## src/rtl/ufct_pkg.sv

```systemverilog
// Package for the uplink frame counter tracker: sizes, codes and item types.
// Used by every module of the block; depends on nothing.
`default_nettype none

package ufct_pkg;

   // Table size and the index width that follows from it.
   localparam int MAX_SENSORS = 8;
   localparam int IDX_W = (MAX_SENSORS > 1) ? $clog2(MAX_SENSORS) : 1;

   // Item commands.
   localparam logic [1:0] CMD_DATA   = 2'd0;
   localparam logic [1:0] CMD_ENROLL = 2'd1;
   localparam logic [1:0] CMD_MARK   = 2'd2;
   localparam logic [1:0] CMD_DELETE = 2'd3;

   // Result status codes.
   localparam logic [3:0] ST_UNKNOWN  = 4'd0;
   localparam logic [3:0] ST_REPLAY   = 4'd1;
   localparam logic [3:0] ST_RESEND   = 4'd2;
   localparam logic [3:0] ST_BADPAY   = 4'd3;
   localparam logic [3:0] ST_VALID    = 4'd4;
   localparam logic [3:0] ST_RESTART  = 4'd5;
   localparam logic [3:0] ST_ENROLLED = 4'd6;
   localparam logic [3:0] ST_MARKED   = 4'd7;
   localparam logic [3:0] ST_DELETED  = 4'd8;

   // Configuration register indexes (word address bit 2).
   localparam logic REG_GAP_THRESHOLD = 1'b0;
   localparam logic REG_ACK_ENABLE    = 1'b1;

   // Register reset values.
   localparam logic [31:0] GAP_THRESHOLD_RESET = 32'd50;
   localparam logic        ACK_ENABLE_RESET    = 1'b1;

   typedef struct packed {
      logic [1:0]  cmd;
      logic [7:0]  dev_addr;
      logic [31:0] frame_counter;
      logic        payload_ok;
   } req_type;

   typedef struct packed {
      logic [3:0]  status;
      logic        send_downlink;
      logic        downlink_is_reset;
      logic [31:0] downlink_count;
      logic [15:0] reset_attempt_count;
      logic [31:0] lost_added;
      logic [31:0] device_lost;
      logic [31:0] all_lost;
   } rsp_type;

   // One table entry apart from its valid flag.
   typedef struct packed {
      logic        pend;
      logic        seen;
      logic [31:0] last;
      logic [31:0] lost;
      logic [31:0] down;
      logic [15:0] tries;
   } entry_type;

   // Commands from the controller to the datapath.
   typedef struct packed {
      logic load_in;
      logic load_rd;
      logic exec;
   } ctl_type;

endpackage

`default_nettype wire

```

## src/rtl/uplink_frame_counter_tracker_core.sv

```systemverilog
// Uplink frame counter tracker: anti-replay check and loss tally for a sensor table.
// An accepted item is held in the input register, then passes the table read step and
// the table update step; the result register and its strobe are loaded at the end of
// the update step. A new item is taken during the update step of the previous one but
// not during its read step.
// Reset (synchronous, active high) empties the table, zeroes the global loss tally
// and restores the configuration registers. The receiver cannot stall results.
`default_nettype none

module uplink_frame_counter_tracker_core
   import ufct_pkg::*;
(
   input  wire logic        clock,
   input  wire logic        reset,
   input  wire logic        start,
   output logic             busy,
   input  wire req_type     req_item,
   output logic             rsp_valid,
   output rsp_type          rsp_item,
   input  wire logic        psel,
   input  wire logic        penable,
   input  wire logic        pwrite,
   input  wire logic [2:0]  paddr,
   input  wire logic [31:0] pwdata,
   output logic [31:0]      prdata,
   output logic             pready
);

   ctl_type     ctl;
   logic [31:0] gap_threshold;
   logic        ack_enable;

   // Configuration registers.
   ufct_csr u_csr (
      .clock         (clock),
      .reset         (reset),
      .psel          (psel),
      .penable       (penable),
      .pwrite        (pwrite),
      .paddr         (paddr),
      .pwdata        (pwdata),
      .prdata        (prdata),
      .pready        (pready),
      .gap_threshold (gap_threshold),
      .ack_enable    (ack_enable)
   );

   // Sequencing of each item.
   ufct_ctrl u_ctrl (
      .clock     (clock),
      .reset     (reset),
      .start     (start),
      .busy      (busy),
      .rsp_valid (rsp_valid),
      .ctl       (ctl)
   );

   // Table and per-item computation.
   ufct_dp u_dp (
      .clock         (clock),
      .reset         (reset),
      .ctl           (ctl),
      .req_item      (req_item),
      .gap_threshold (gap_threshold),
      .ack_enable    (ack_enable),
      .rsp_item      (rsp_item)
   );

endmodule

`default_nettype wire

```

## src/rtl/ufct_csr.sv

```systemverilog
// Configuration registers of the tracker on an APB-style port.
// Depends on ufct_pkg for register indexes and reset values.
`default_nettype none

module ufct_csr
   import ufct_pkg::*;
(
   input  wire logic        clock,
   input  wire logic        reset,
   input  wire logic        psel,
   input  wire logic        penable,
   input  wire logic        pwrite,
   input  wire logic [2:0]  paddr,
   input  wire logic [31:0] pwdata,
   output logic [31:0]      prdata,
   output logic             pready,
   output logic [31:0]      gap_threshold,
   output logic             ack_enable
);

   logic [31:0] thr_ff, thr_in;
   logic        ack_ff, ack_in;
   logic        wr_en;

   assign pready = 1'b1;
   assign wr_en  = psel & penable & pwrite;

   // Register writes decode on the word address bit.
   always_comb begin
      thr_in = thr_ff;
      ack_in = ack_ff;
      if (wr_en) begin
         unique case (paddr[2])
            REG_GAP_THRESHOLD: thr_in = pwdata;
            REG_ACK_ENABLE:    ack_in = pwdata[0];
            default:           thr_in = thr_ff;
         endcase
      end
   end

   always_ff @(posedge clock) begin
      if (reset) begin
         thr_ff <= GAP_THRESHOLD_RESET;
         ack_ff <= ACK_ENABLE_RESET;
      end else begin
         thr_ff <= thr_in;
         ack_ff <= ack_in;
      end
   end

   // Read data.
   always_comb begin
      unique case (paddr[2])
         REG_GAP_THRESHOLD: prdata = thr_ff;
         REG_ACK_ENABLE:    prdata = {31'd0, ack_ff};
         default:           prdata = 32'd0;
      endcase
   end

   assign gap_threshold = thr_ff;
   assign ack_enable    = ack_ff;

endmodule

`default_nettype wire

```

## src/rtl/ufct_ctrl.sv

```systemverilog
// Controller of the tracker: accept, table read and table update steps.
// Depends on ufct_pkg for the command struct.
`default_nettype none

module ufct_ctrl
   import ufct_pkg::*;
(
   input  wire logic clock,
   input  wire logic reset,
   input  wire logic start,
   output logic      busy,
   output logic      rsp_valid,
   output ctl_type   ctl
);

   localparam logic [1:0] S_IDLE  = 2'd0;
   localparam logic [1:0] S_READ  = 2'd1;
   localparam logic [1:0] S_WRITE = 2'd2;

   logic [1:0] state_ff, state_in;
   logic       rsp_valid_ff, rsp_valid_in;
   logic       accept;

   // A new item may enter while the previous one is being written back.
   assign busy   = (state_ff == S_READ);
   assign accept = start & ~busy;

   always_comb begin
      unique case (state_ff)
         S_IDLE:  state_in = accept ? S_READ : S_IDLE;
         S_READ:  state_in = S_WRITE;
         S_WRITE: state_in = accept ? S_READ : S_IDLE;
         default: state_in = S_IDLE;
      endcase
   end

   assign ctl.load_in = accept;
   assign ctl.load_rd = (state_ff == S_READ);
   assign ctl.exec    = (state_ff == S_WRITE);

   // The result register fills at the end of the update step.
   assign rsp_valid_in = ctl.exec;

   always_ff @(posedge clock) begin
      if (reset) begin
         state_ff     <= S_IDLE;
         rsp_valid_ff <= 1'b0;
      end else begin
         state_ff     <= state_in;
         rsp_valid_ff <= rsp_valid_in;
      end
   end

   assign rsp_valid = rsp_valid_ff;

endmodule

`default_nettype wire

```

## src/rtl/ufct_dp.sv

```systemverilog
// Datapath of the tracker: sensor table, read stage, update logic, result register.
// Depends on ufct_pkg for types, codes and the table size.
`default_nettype none

module ufct_dp
   import ufct_pkg::*;
(
   input  wire logic        clock,
   input  wire logic        reset,
   input  wire ctl_type     ctl,
   input  wire req_type     req_item,
   input  wire logic [31:0] gap_threshold,
   input  wire logic        ack_enable,
   output rsp_type          rsp_item
);

   localparam logic [7:0] ADDR_MAX = 8'(MAX_SENSORS);

   // Input item register.
   req_type in_ff;

   // Sensor table: valid flags are reset, entry contents are written on enroll.
   logic [MAX_SENSORS-1:0] ev_ff, ev_in;
   entry_type              tbl_ff [MAX_SENSORS];
   logic [31:0]            total_ff, total_in;

   // Read stage registers.
   logic             s_have_ff;
   logic [IDX_W-1:0] s_idx_ff;
   logic [1:0]       s_cmd_ff;
   logic [31:0]      s_fc_ff;
   logic             s_ok_ff;
   logic             s_valid_ff;
   entry_type        s_ent_ff;
   logic             s_replay_ff;
   logic [31:0]      s_gap_ff;

   // Read stage logic.
   logic             rd_have;
   logic [7:0]       rd_addr_m1;
   logic [IDX_W-1:0] rd_idx;
   entry_type        rd_ent;

   // Update logic.
   entry_type   wr_ent;
   logic        wr_en;
   rsp_type     rsp_in;
   rsp_type     rsp_ff;

   always_ff @(posedge clock) begin
      if (ctl.load_in) begin
         in_ff <= req_item;
      end
   end

   // Address check and entry lookup.
   assign rd_have    = (in_ff.dev_addr != 8'd0) && (in_ff.dev_addr <= ADDR_MAX);
   assign rd_addr_m1 = in_ff.dev_addr - 8'd1;
   assign rd_idx     = rd_addr_m1[IDX_W-1:0];
   assign rd_ent     = tbl_ff[rd_idx];

   always_ff @(posedge clock) begin
      if (ctl.load_rd) begin
         s_have_ff   <= rd_have;
         s_idx_ff    <= rd_idx;
         s_cmd_ff    <= in_ff.cmd;
         s_fc_ff     <= in_ff.frame_counter;
         s_ok_ff     <= in_ff.payload_ok;
         s_valid_ff  <= ev_ff[rd_idx];
         s_ent_ff    <= rd_ent;
         s_replay_ff <= rd_ent.seen && (in_ff.frame_counter <= rd_ent.last);
         s_gap_ff    <= in_ff.frame_counter - rd_ent.last - 32'd1;
      end
   end

   // Update step: classify the item and form the new entry and the result.
   always_comb begin
      wr_ent   = s_ent_ff;
      wr_en    = 1'b0;
      ev_in    = ev_ff;
      total_in = total_ff;
      rsp_in   = '0;
      if (!s_have_ff) begin
         rsp_in.status = ST_UNKNOWN;
      end else if (s_cmd_ff == CMD_ENROLL) begin
         wr_ent            = '0;
         wr_en             = 1'b1;
         ev_in[s_idx_ff]   = 1'b1;
         rsp_in.status     = ST_ENROLLED;
      end else if (!s_valid_ff) begin
         rsp_in.status = ST_UNKNOWN;
      end else begin
         priority if (s_cmd_ff == CMD_MARK) begin
            wr_ent.pend   = 1'b1;
            wr_en         = 1'b1;
            rsp_in.status = ST_MARKED;
         end else if (s_cmd_ff == CMD_DELETE) begin
            wr_ent          = '0;
            wr_en           = 1'b1;
            ev_in[s_idx_ff] = 1'b0;
            rsp_in.status   = ST_DELETED;
         end else if (s_replay_ff) begin
            rsp_in.status = ST_REPLAY;
         end else if (s_ent_ff.pend) begin
            wr_ent.last              = s_fc_ff;
            wr_ent.seen              = 1'b1;
            wr_ent.down              = s_ent_ff.down + 32'd1;
            wr_ent.tries             = s_ent_ff.tries + 16'd1;
            wr_en                    = 1'b1;
            rsp_in.send_downlink     = 1'b1;
            rsp_in.downlink_is_reset = 1'b1;
            rsp_in.status            = ST_RESEND;
         end else if (!s_ok_ff) begin
            rsp_in.status = ST_BADPAY;
         end else begin
            rsp_in.status = ST_VALID;
            // A gap at or over the threshold means the sensor restarted.
            if (s_ent_ff.seen) begin
               if (s_gap_ff >= gap_threshold) begin
                  rsp_in.status = ST_RESTART;
               end else begin
                  rsp_in.lost_added = s_gap_ff;
                  wr_ent.lost       = s_ent_ff.lost + s_gap_ff;
                  total_in          = total_ff + s_gap_ff;
               end
            end
            wr_ent.last = s_fc_ff;
            wr_ent.seen = 1'b1;
            wr_en       = 1'b1;
            if (ack_enable) begin
               wr_ent.down          = s_ent_ff.down + 32'd1;
               rsp_in.send_downlink = 1'b1;
            end
         end
      end
      // Entry fields of the result show the entry after the update.
      if (rsp_in.status != ST_UNKNOWN) begin
         rsp_in.downlink_count      = wr_ent.down;
         rsp_in.reset_attempt_count = wr_ent.tries;
         rsp_in.device_lost         = wr_ent.lost;
      end
      rsp_in.all_lost = total_in;
   end

   // Table and tally registers.
   always_ff @(posedge clock) begin
      if (reset) begin
         ev_ff    <= '0;
         total_ff <= 32'd0;
      end else if (ctl.exec) begin
         ev_ff    <= ev_in;
         total_ff <= total_in;
      end
   end

   always_ff @(posedge clock) begin
      if (ctl.exec && wr_en) begin
         tbl_ff[s_idx_ff] <= wr_ent;
      end
   end

   // Result register.
   always_ff @(posedge clock) begin
      if (ctl.exec) begin
         rsp_ff <= rsp_in;
      end
   end

   assign rsp_item = rsp_ff;

endmodule

`default_nettype wire

```

## config.mk

```make
export PLATFORM = sky130hd
export DESIGN_NAME = uplink_frame_counter_tracker_core
export DESIGN_NICKNAME = d
export VERILOG_FILES = /design/src/rtl/ufct_pkg.sv /design/src/rtl/uplink_frame_counter_tracker_core.sv /design/src/rtl/ufct_csr.sv /design/src/rtl/ufct_ctrl.sv /design/src/rtl/ufct_dp.sv
export SDC_FILE = /design/constraint.sdc
export NUM_CORES = 2
export LEC_CHECK = 0
export ABC_AREA = 1
export BUFFER_PORTS_ARGS = -buffer_cell sky130_fd_sc_hd__buf_2
export CAP_MARGIN = 20
export CORE_ASPECT_RATIO = 1.4
export CORE_MARGIN = 4
export CORE_UTILIZATION = 40
export CTS_CLUSTER_DIAMETER = 150
export DETAILED_ROUTE_END_ITERATION = 10
export SETUP_SLACK_MARGIN = 0.2
export SLEW_MARGIN = 40
export SYNTH_ARGS = -nofsm -noshare
export SYNTH_HDL_FRONTEND = slang
export SYNTH_HIERARCHICAL = 1
export SYNTH_SLANG_ARGS = --single-unit
```

## constraint.sdc

```tcl
create_clock -name clock -period 17.4 [get_ports clock]
set_input_delay 1.74 -clock clock [delete_from_list [all_inputs] [get_ports clock]]
set_output_delay 1.74 -clock clock [all_outputs]
set_load 0.01 [all_outputs]
```

==> flow_summary.json <==
{
  "status": "completed",
  "yosys.cell_count.top_type": "edfxtp_1",
  "fill_cells": 13900,
  "placementRows": 169,
  "synth.top_cell.area_share_pct": 63.8,
  "worstPathArrival_ns": 6.46,
  "async_flop_share_pct": 0,
  "critical_path_class": "reg -> reg",
  "slowest_delay_ns": 0.61,
  "cts_inserted_buffers": 134,
  "cp_slowest_cell": "buf_6",
  "path_cells": "inv_8 -> buf_6 -> ha_1 -> xnor2_1 -> inv_8 -> buf_6 -> nand2_1 -> o21ai_0 -> inv_1 -> ha_1 -> fa_1 -> nand3_1 -> nand2_1 -> nand2_1 -> nand2_1 -> nand2_1 -> nand2_1 -> inv_1 -> o21bai_1 -> a21oi_1 -> o21ai_0 -> xor2_1",
  "ios": 269,
  "place_congestion": 0.944,
  "avgSynthCellArea_um2": 10.8,
  "final_nets": 6028,
  "yosysSeqAreaShare_pct": 66.3,
  "critical_path.startpoint_type": "register",
  "grt_max_degree": 162,
  "post-route-util_pct": 45.3,
  "grt_pass1_vias": 40900,
  "wl_um": 172000,
  "pwr_density_cell_nw_per_um2": 109,
  "grt.overflow.total": 0,
  "drv_cap": 0,
  "min_period_ns": 5.94,
  "synth_edf_count": 1292,
  "fp.dieArea_um2": 158000,
  "die_h_um": 469,
  "power_leakage_nw": 25.3,
  "postCtsSetupBuffers": 0,
  "setup_viol": 0,
  "ctsHtreeMaxLevel": 4,
  "wl_per_cell_um": 21.8,
  "yosysUniqueCellTypes": 54,
  "synth.area.top_cells": "edfxtp_1, nor2_1, o21ai_0",
  "cp_num_buf_inv": 6,
  "gr-usage-all-layers_pct": 21.2,
  "worst_pin_slew_ns": 0.902,
  "skew_ns": 0.0379,
  "worst_path_most_repeated_cell": "nand2_1",
  "cts_hold_buf": 0,
  "area_growth_pct": 12.7,
  "hpwl_um": 105000,
  "grt_setup_unrepaired": "false",
  "peakVddDrop_v": 0.0000985,
  "cts.repair.resized": 0,
  "synth_seq_cells": 1368,
  "crit_family": "buffers and inverters",
  "drc": 0,
  "synth_top_area_cell": "edfxtp_1",
  "first_iter_violations": 3767,
  "fmax_ghz": 0.168,
  "grt_pass1_wl_um": 253000,
  "cts_tree": "yes",
  "p_total_mw": 7.48,
  "clock_latency_ns": 0.78,
  "start_util_pct": 40.2,
  "clock_sinks": 1368,
  "path_clk_slew_ns": 0.07,
  "io_buffers": 265,
  "antenna_found_initial": 7,
  "synth_nets": 5824,
  "cp.required_ns": 17.92,
  "core_um2": 151000,
  "cp_max_fo": 115,
  "synth_ff_type": "edfxtp_1",
  "firstDrtPassIters": 5,
  "clk_path_buf_depth": 3,
  "drive_gt1_share_pct": 9.84,
  "synth-warning-count": 6,
  "netlist_instances": 5606,
  "setup_tns_ns": 0,
  "vias_per_cell": 5.42,
  "synth_area_um2": 60800,
  "worst_setup_path_end_kind": "register",
  "synth.top_cells.by_count": "edfxtp_1, nor2_1, nand2_1",
  "hold_violations": 0,
  "hold_class": "reg -> reg",
  "slew_headroom_pct": 39.2,
  "slew_viol_final": 0,
  "die_w_um": 338,
  "vias": 42700,
  "min_period_over_period_pct": 34.1,
  "antenna_left": 0,
  "cts_root_buf": "clkbuf_16"
}
## path summary, 6_finish.rpt
path                        to            from  cells after the start  slack [ns]
max reg2reg  u_dp/s_gap_ff[30]  u_dp/in_ff[33]                     22       11.46
max          u_dp/s_gap_ff[30]  u_dp/in_ff[33]                     22       11.46
min               u_dp/s_ok_ff   u_dp/in_ff[0]                      0        0.43
min reg2reg       u_dp/s_ok_ff   u_dp/in_ff[0]                      0        0.43
## kinds of logic after synthesis
logic type,Yosys count,synth area share [%]
flip-flops,1368,66.3
buffers and inverters,748,4.79
other,1,0.00617
AND/OR/NAND/NOR,2004,13.2
AO/OA/AOI/OAI,1277,11.8
adder cells (fa/ha/maj),134,2.79
XOR/XNOR,74,1.07
## final cells by class
cell class,count,area [um^2],share of cell area (%)
Sequential cell,1368,40300,58.8
Multi-Input combinational cell,3490,17700,25.8
Clock buffer,157,3440,5.02
Tap cell,1966,2460,3.59
Timing Repair Buffer,333,1930,2.82
Inverter,483,1850,2.70
Clock inverter,84,832,1.21
Antenna cell,2,5.00,0.00730
## sequential cells by signal, indices dropped and copies added, names as in the netlist, named ones only
register,count
u_csr/gap_threshold,32
u_dp/tbl_ff,912
u_dp/in_ff,43
u_dp/s_have_ff,1
u_dp/total_ff,32
u_dp/s_valid_ff,1
u_dp/s_ok_ff,1
u_dp/rsp_item,150
u_csr/ack_enable,1
u_dp/s_idx_ff,3
u_dp/s_ent_ff,114
u_dp/s_gap_ff,32
u_dp/s_cmd_ff,2
u_dp/s_replay_ff,1
u_dp/s_fc_ff,32
u_ctrl/state_ff,2
u_ctrl/rsp_valid,1
## where the power goes
group / internal (mW) / switching, mW
registers: 3.69 / 0.0830
logic: 0.265 / 0.583
clock network: 1.59 / 1.27
## stage by stage
| step | area (um^2) | worst slack [ns] | hold slack (ns) | instances |
|---|---|---|---|---|
| CTS | 68500 | 11.20 | 0.434 | 7880 |
| global placement | 64100 | 11.00 | 0.432 | 7637 |
| detailed placement | 64200 | 11.23 | 0.417 | 7639 |
| finish | 68500 | 11.46 | 0.432 | 7883 |
| global route | 68500 | 10.94 | 0.444 | 7882 |
| floorplan | 60800 | 3.59 | 0.400 | 5606 |
## placed cells by master (no fill, tap or decap), drive strengths merged, types with 3 or more instances in the layout
cell type and count:
clkbuf 157, nor4 20, ha 131, a32o 31, o21a 4, edfxtp 1292, nor3 41, bufinv 10
a21boi 27, nand2 677, o211ai 21, a31oi 100, a211oi 6, nand3b 7, o21ai 635, buf 333
a311oi 3, a21oi 244, fa 3, and3 5, dfxtp 76, xnor2 33, nor2 1055, inv 495
nand3 161, nand4 33, a21o 13, xor2 41, clkinvlp 9, o21bai 31, o22ai 151, or2 3
clkinv 53
## metal layers
layer  up-vias  GRT usage (%)  part of all wire (%)
met5         -              0                0.0076
met2      1496           34.5                    47
met4         2           8.39                   3.7
met1     20900           28.7                    43
li1      20100              -                     -
met3       289           2.99                   6.3
Note: power is estimated with default switching activity, not from simulation.
